[config.mk]
export PLATFORM = sky130hd
export DESIGN_NAME = interval_profiler_stats
export DESIGN_NICKNAME = d
export VERILOG_FILES = /design/src/hdl/ips_pkg.sv /design/src/hdl/ips_ram.sv /design/src/hdl/ips_update.sv /design/src/hdl/interval_profiler_stats.sv
export SDC_FILE = /design/constraint.sdc
export NUM_CORES = 2
export LEC_CHECK = 0
export BUFFER_PORTS_ARGS = -buffer_cell sky130_fd_sc_hd__buf_2
export CORE_ASPECT_RATIO = 1.5
export CORE_UTILIZATION = 55
export DETAILED_ROUTE_END_ITERATION = 12
export PLACE_DENSITY = 0.83
export RECOVER_POWER = 100
export SLEW_MARGIN = 20
export SYNTH_ARGS = -nofsm -noshare
export SYNTH_HDL_FRONTEND = slang
export SYNTH_SLANG_ARGS = --single-unit
[constraint.sdc]
create_clock -name clock -period 23.7 [get_ports clock]
set_input_delay 3.555 -clock clock [delete_from_list [all_inputs] [get_ports clock]]
set_output_delay 3.555 -clock clock [all_outputs]
set_load 0.01 [all_outputs]
[src/hdl/ips_pkg.sv]
package ips_pkg;

   localparam int SLOTS      = 16;
   localparam int SLOT_BITS  = $clog2(SLOTS);
   localparam int SLOT_FIELD = 4;
   localparam int LINE_BITS  = 24;
   localparam int SUM_BITS   = 40;
   localparam int TALLY_BITS = 32;

   typedef struct packed {
      logic [LINE_BITS-1:0]  line_count;
      logic [SLOT_FIELD-1:0] slot;
   } ips_request_type;

   localparam int REQ_BITS  = $bits(ips_request_type);
   localparam int REQ_BYTES = (REQ_BITS + 7) / 8;

   // last field in the lowest bits
   typedef struct packed {
      logic [TALLY_BITS-1:0] samples;
      logic [SUM_BITS-1:0]   total_lines;
      logic [LINE_BITS-1:0]  max_lines;
      logic [LINE_BITS-1:0]  min_lines;
      logic [LINE_BITS-1:0]  interval;
      logic                  now_active;
   } ips_result_type;

   localparam int RSP_BITS  = $bits(ips_result_type);
   localparam int RSP_BYTES = (RSP_BITS + 7) / 8;

   typedef struct packed {
      logic                  running;
      logic [LINE_BITS-1:0]  start_mark;
      logic [LINE_BITS-1:0]  least;
      logic [LINE_BITS-1:0]  greatest;
      logic [SUM_BITS-1:0]   accumulated;
      logic [TALLY_BITS-1:0] tally;
   } ips_row_type;

   localparam int ROW_BITS = $bits(ips_row_type);

   // value of a slot that has never been written; start mark is don't-care
   localparam ips_row_type RESET_ROW = '{
      running:     1'b0,
      start_mark:  '0,
      least:       '1,
      greatest:    '0,
      accumulated: '0,
      tally:       '0
   };

endpackage

[src/hdl/ips_ram.sv]
module ips_ram #(
   parameter int WIDTH = 8,
   parameter int DEPTH = 16
) (
   input  logic                     clock,
   input  logic                     wr_en,
   input  logic [$clog2(DEPTH)-1:0] wr_addr,
   input  logic [WIDTH-1:0]         wr_data,
   input  logic                     rd_en,
   input  logic [$clog2(DEPTH)-1:0] rd_addr,
   output logic [WIDTH-1:0]         rd_data
);

   logic [WIDTH-1:0] mem [DEPTH];
   logic [WIDTH-1:0] rd_data_ff;

   always_ff @(posedge clock) begin
      if (wr_en) begin
         mem[wr_addr] <= wr_data;
      end
   end

   // read before write on a shared address
   always_ff @(posedge clock) begin
      if (rd_en) begin
         rd_data_ff <= mem[rd_addr];
      end
   end

   assign rd_data = rd_data_ff;

endmodule

[src/hdl/ips_update.sv]
module ips_update
   import ips_pkg::*;
(
   input  ips_row_type          row,
   input  logic [LINE_BITS-1:0] line_count,
   output ips_row_type          row_next,
   output ips_result_type       result
);

   logic [LINE_BITS-1:0]  elapsed;
   logic [SUM_BITS:0]     sum_wide;
   logic [SUM_BITS-1:0]   sum_sat;
   logic [TALLY_BITS-1:0] tally_inc;

   always_comb begin
      // modular difference handles counter wrap
      elapsed   = line_count - row.start_mark;
      sum_wide  = {1'b0, row.accumulated} + {{(SUM_BITS + 1 - LINE_BITS){1'b0}}, elapsed};
      sum_sat   = sum_wide[SUM_BITS] ? '1 : sum_wide[SUM_BITS-1:0];
      tally_inc = (row.tally == '1) ? row.tally : row.tally + 1'b1;

      row_next = row;
      if (!row.running) begin
         row_next.running    = 1'b1;
         row_next.start_mark = line_count;
      end else begin
         row_next.running     = 1'b0;
         row_next.least       = (elapsed < row.least) ? elapsed : row.least;
         row_next.greatest    = (elapsed > row.greatest) ? elapsed : row.greatest;
         row_next.accumulated = sum_sat;
         row_next.tally       = tally_inc;
      end

      result.now_active  = row_next.running;
      result.interval    = row.running ? elapsed : '0;
      result.min_lines   = row_next.least;
      result.max_lines   = row_next.greatest;
      result.total_lines = row_next.accumulated;
      result.samples     = row_next.tally;
   end

endmodule

[src/hdl/interval_profiler_stats.sv]
// Interval profiler: min / max / sum / count statistics for 16 slots.
// Input channel (req_): each transaction names a slot and carries the current
// value of the free-running 24-bit line counter. An idle slot takes the value
// as its start mark and turns active; an active slot closes the interval,
// updates its statistics and turns idle.
// Result channel (rsp_): exactly one transaction per input transaction, in
// order, carrying the new active flag, the closed interval (zero on a start)
// and the slot's minimum, maximum, saturating sum and saturating count.
// The result is registered: a transaction passes the read stage, then the result
// register. One transaction per cycle while the receiver does not stall. The
// slot state sits in a single RAM with a registered read; a read-modify-write
// writes the updated row back as the result retires, and a forwarding path covers
// back-to-back hits on a slot. Reset clears the per-slot valid bits; a slot never
// written reads as idle with empty statistics, so no clearing pass is needed.
// When the receiver stalls, the result register holds; one more transaction
// can be taken into the read stage, after which req_tready drops.
module interval_profiler_stats
   import ips_pkg::*;
(
   input  logic                   clock,
   input  logic                   reset,
   input  logic                   req_tvalid,
   output logic                   req_tready,
   input  logic [REQ_BYTES*8-1:0] req_tdata,  // slot[3:0], line_count[27:4]
   output logic                   rsp_tvalid,
   input  logic                   rsp_tready,
   output logic [RSP_BYTES*8-1:0] rsp_tdata   // now_active[0], interval[24:1],
                                              // min_lines[48:25], max_lines[72:49],
                                              // total_lines[112:73], samples[144:113]
);

   ips_request_type req;
   logic            accept;
   logic            out_free;
   logic            advance;
   logic [SLOT_BITS-1:0] req_slot;

   // read stage
   logic                 s1_valid_ff, s1_valid_in;
   logic [SLOT_BITS-1:0] s1_slot_ff, s1_slot_in;
   logic [LINE_BITS-1:0] s1_count_ff, s1_count_in;
   logic                 s1_known_ff, s1_known_in;
   logic                 fwd_hit_ff, fwd_hit_in;
   ips_row_type          fwd_row_ff, fwd_row_in;

   // per-slot written flags
   logic [SLOTS-1:0] slot_valid_ff, slot_valid_in;

   // result register
   logic           rsp_valid_ff, rsp_valid_in;
   ips_result_type rsp_result_ff, rsp_result_in;

   logic [ROW_BITS-1:0] ram_rd_data;
   ips_row_type         cur_row;
   ips_row_type         new_row;
   ips_result_type      result;

   assign req      = req_tdata[REQ_BITS-1:0];
   // slot index wraps modulo the slot count
   assign req_slot = req.slot[SLOT_BITS-1:0];

   assign out_free   = !rsp_valid_ff || rsp_tready;
   assign advance    = s1_valid_ff && out_free;
   assign req_tready = !s1_valid_ff || out_free;
   assign accept     = req_tvalid && req_tready;

   ips_ram #(
      .WIDTH (ROW_BITS),
      .DEPTH (SLOTS)
   ) u_ips_ram (
      .clock   (clock),
      .wr_en   (advance),
      .wr_addr (s1_slot_ff),
      .wr_data (new_row),
      .rd_en   (accept),
      .rd_addr (req_slot),
      .rd_data (ram_rd_data)
   );

   // pick the freshest copy of the row: forwarded write, RAM, or reset value
   always_comb begin
      if (fwd_hit_ff) begin
         cur_row = fwd_row_ff;
      end else if (s1_known_ff) begin
         cur_row = ips_row_type'(ram_rd_data);
      end else begin
         cur_row = RESET_ROW;
      end
   end

   ips_update u_ips_update (
      .row        (cur_row),
      .line_count (s1_count_ff),
      .row_next   (new_row),
      .result     (result)
   );

   always_comb begin
      s1_valid_in   = s1_valid_ff;
      s1_slot_in    = s1_slot_ff;
      s1_count_in   = s1_count_ff;
      s1_known_in   = s1_known_ff;
      fwd_hit_in    = fwd_hit_ff;
      fwd_row_in    = fwd_row_ff;
      slot_valid_in = slot_valid_ff;
      rsp_valid_in  = rsp_valid_ff;
      rsp_result_in = rsp_result_ff;

      // retire the read stage into the result register and write back
      if (advance) begin
         s1_valid_in               = 1'b0;
         slot_valid_in[s1_slot_ff] = 1'b1;
         rsp_valid_in              = 1'b1;
         rsp_result_in             = result;
      end else if (rsp_tready) begin
         rsp_valid_in = 1'b0;
      end

      // capture a new transaction; forward the row written in this same cycle
      if (accept) begin
         s1_valid_in = 1'b1;
         s1_slot_in  = req_slot;
         s1_count_in = req.line_count;
         s1_known_in = slot_valid_ff[req_slot];
         fwd_hit_in  = advance && (s1_slot_ff == req_slot);
         fwd_row_in  = new_row;
      end
   end

   always_ff @(posedge clock) begin
      if (reset) begin
         s1_valid_ff   <= 1'b0;
         slot_valid_ff <= '0;
         rsp_valid_ff  <= 1'b0;
      end else begin
         s1_valid_ff   <= s1_valid_in;
         slot_valid_ff <= slot_valid_in;
         rsp_valid_ff  <= rsp_valid_in;
      end
   end

   always_ff @(posedge clock) begin
      s1_slot_ff    <= s1_slot_in;
      s1_count_ff   <= s1_count_in;
      s1_known_ff   <= s1_known_in;
      fwd_hit_ff    <= fwd_hit_in;
      fwd_row_ff    <= fwd_row_in;
      rsp_result_ff <= rsp_result_in;
   end

   assign rsp_tvalid = rsp_valid_ff;
   assign rsp_tdata  = {{(RSP_BYTES*8 - RSP_BITS){1'b0}}, rsp_result_ff};

endmodule

==> flow_summary.ini <==
[clocking]
post-cts-setup-buffers = 0
clock-root-buffer = clkbuf_16
cts_buffers = 242
cts_tree = yes
htree_num_levels = 4
cts_resized = 0
clk_pin_slew_worst_paths_ps = 70
cts_sinks = 2803
postCtsHoldBufs = 0
clockBufferDepth = 4
clkLatencyLatePin_ps = 950

[sta]
max-slew-margin-rel = -5.228
fin_tns_setup_ps = 0
rsz0062_at_grt = no
finalWorstPathRequiredPeriod_ps = 16600
slew_viol_final = 3661
clock-skew-final_ps = 78.81
finalSetupViolations = 0
hold_viol = 0
tightest_slew_ps = 9342
setup_ws_ps = 7102
min_period_over_period = 0.7003
fmaxAchievable_ghz = 0.06025

[synthesis]
yosys_warnings = 0
syn_area_sq_um = 109900
synth_area_per_cell_sq_um = 21.87
yosysSeqAreaShare = 0.7646
synth-async-reset-ratio = 0
synth_edf_count = 2785
synth-main-ff-cell = edfxtp_1
ys_ff_latch = 2803
syn_inst = 5022
synth.distinct_cells = 101

[worst_setup_path]
crit_required_ps = 24110
crit_start = s1_known_ff
crit_type = reg2reg
worstPathMaxFanout = 92
start_kind = register
end_kind = register
r2r_start = s1_known_ff
worstPathArrival_ps = 17010

[floorplan]
die_w_um = 366.9
start_util = 0.5543
coreArea_sq_um = 198200
die_h_um = 549.4
dieArea_sq_um = 201600
io_pins = 190
num_rows = 200

[finish]
drive_above_1_share = 0.2148
fin_nets = 5478
nFillCells = 12797
fin_area_sq_um = 121500
areaGrowthSynthToFinish_pct = 10.59

[pwr]
irDropWorstVdd_mv = 0.07074
p_leak_uw = 0.03840
cellPowerDensity_nw_per_um2 = 89.23
total_power_uw = 10840

[job]
maxCapViolCount = 90

[place]
place_ws_ps = 14800
dp_hpwl_um = 145700
port_buffers = 178
gp_congestion = 0.9146
placed_area_sq_um = 114500

[route]
routed_wl_um = 288400
vias = 57104
wire_per_inst_um = 35.22
drcViolationCount = 0
drt-initial-drc-count = 8306
dr.pass1.iters = 10
vias_per_cell = 6.973
ant_nets = 0

[status]
violations = max-capacitance violations, max-slew violations
status = finished with violations

[grt]
grt_pass1_wl_um = 408800
grt_pass1_vias = 57772
overflow = 0
antenna_found_initial = 10
grt_usage = 0.2841
grt_start_max_net_pins = 125

[hold_path]
min_from = slot_valid_ff[10]
hold_path_class = reg2reg
==> flip-flops by register name (all words and copies together), names as in the netlist <==
signal             count
rsp_tvalid             1
s1_valid_ff            1
s1_slot_ff             4
fwd_hit_ff             1
s1_known_ff            1
slot_valid_ff         16
u_ips_ram.mem       2320
rsp_tdata            145
fwd_row_ff           145
s1_count_ff           24
u_ips_ram.rd_data    145
==> layer usage <==
layer,track usage,share of wire
met2,0.4737,0.50
met1,0.3605,0.33
met5,0,0.00018
met3,0.05871,0.12
met4,0.1318,0.051
==> synthesized netlist by cell type (7+ instances only) <==
master | count | share of area
a22oi_1 | 81 | 0.0055
ha_1 | 79 | 0.0090
xnor2_1 | 63 | 0.0050
a41oi_1 | 7 | 0.00056
edfxtp_1 | 2785 | 0.76
a31oi_1 | 22 | 0.0013
nand3_1 | 44 | 0.0020
o21ai_0 | 48 | 0.0022
clkbuf_1 | 148 | 0.0051
and2_1 | 24 | 0.0014
nor2b_1 | 27 | 0.0015
buf_2 | 10 | 0.00046
mux4_2 | 712 | 0.15
o21a_1 | 15 | 0.0010
mux2i_1 | 72 | 0.0066
nand2b_1 | 12 | 0.00068
nand3b_1 | 13 | 0.00089
a22o_1 | 30 | 0.0024
a31oi_4 | 10 | 0.0019
and3_1 | 16 | 0.00091
o22ai_1 | 26 | 0.0015
inv_1 | 60 | 0.0021
buf_6 | 9 | 0.00092
a21o_1 | 30 | 0.0021
buf_1 | 64 | 0.0022
a21oi_1 | 95 | 0.0043
xor2_1 | 27 | 0.0022
or3_1 | 11 | 0.00063
nand2_1 | 80 | 0.0027
nor2_1 | 177 | 0.0060
a211oi_1 | 29 | 0.0020
dfxtp_1 | 18 | 0.0033
buf_4 | 12 | 0.00082
o31ai_1 | 9 | 0.00062
nor3_1 | 26 | 0.0012
==> layout make-up <==
type | instances | area, sq um | area share
repair buffers | 334 | 1529 | 0.01259
clock inverters | 153 | 1607 | 0.01322
flip-flops and latches | 2803 | 83990 | 0.6914
multi-input cells | 1921 | 24470 | 0.2014
diodes | 5 | 12.51 | 0.0001030
inverters | 60 | 226.5 | 0.001864
well taps | 2626 | 3286 | 0.02705
clock buffers | 287 | 6359 | 0.05234
==> path summary, 6_finish.rpt <==
check | slack, ps | end | cells after the start
min reg2reg | 480 | slot_valid_ff[10] | 2
max | 7100 | u_ips_ram.mem[2][65] | 20
min | 480 | slot_valid_ff[10] | 2
max reg2reg | 7100 | u_ips_ram.mem[2][65] | 20
==> power breakdown <==
group | internal (uW) | switching [uW]
clock network | 2220 | 1820
registers | 5740 | 52.8
logic | 314 | 693
total | 8270 | 2570
==> through the flow <==
stage          utilization  std cells  hold WS [ps]
2_1_floorplan            -       5028         434.8
3_3_place_gp        0.5777       7738         443.8
3_5_place_dp        0.5779       7739         457.1
4_1_cts             0.6181       8179         505.4
5_1_grt             0.6129       8185         521.7
6_report            0.6129       8189         483.4
==> kinds of logic after synthesis <==
| logic type | after synthesis | share of synthesized area |
|---|---|---|
| DFF | 2803 | 0.7646 |
| muxes | 789 | 0.1531 |
| and+or+nand+nor | 480 | 0.02189 |
| AOI/OAI and AO/OA | 464 | 0.03083 |
| buffers and inverters | 304 | 0.01163 |
| xor gates and xnor gates | 95 | 0.008201 |
| adders and majority gates | 86 | 0.009761 |
| other | 1 | 0.00003414 |
==> cells in the final DEF (no fill, tap or decap), drive strengths merged, types with 64 or more instances in the layout <==
| cell type | netlist | layout |
|---|---|---|
| edfxtp | 2785 | 2785 |
| clkinv | 0 | 92 |
| mux2i | 73 | 73 |
| nor2 | 178 | 178 |
| a22oi | 81 | 81 |
| xnor2 | 64 | 64 |
| clkbuf | 148 | 547 |
| nand2 | 83 | 83 |
| a21oi | 95 | 95 |
| mux4 | 712 | 712 |
| ha | 79 | 79 |
| buf | 96 | 74 |
| inv | 60 | 68 |
==> worst max-delay path, cell delays in order, from the launching register on <==
cell	delay [ps]
edfxtp_1	350
clkbuf_1	1540
nor2b_1	1200
clkbuf_1	4900
a22oi_1	820
ha_1	830
nand3_1	140
a211oi_1	380
nand3_1	190
o311ai_4	420
nor2_1	100
xor2_1	1360
inv_1	590
ha_1	390
a21oi_1	210
nor2b_1	80
a221o_1	350
a21o_1	220
a22o_1	320
and3_1	240
o21ai_0	1430
Power figures use the tool's default switching activity.
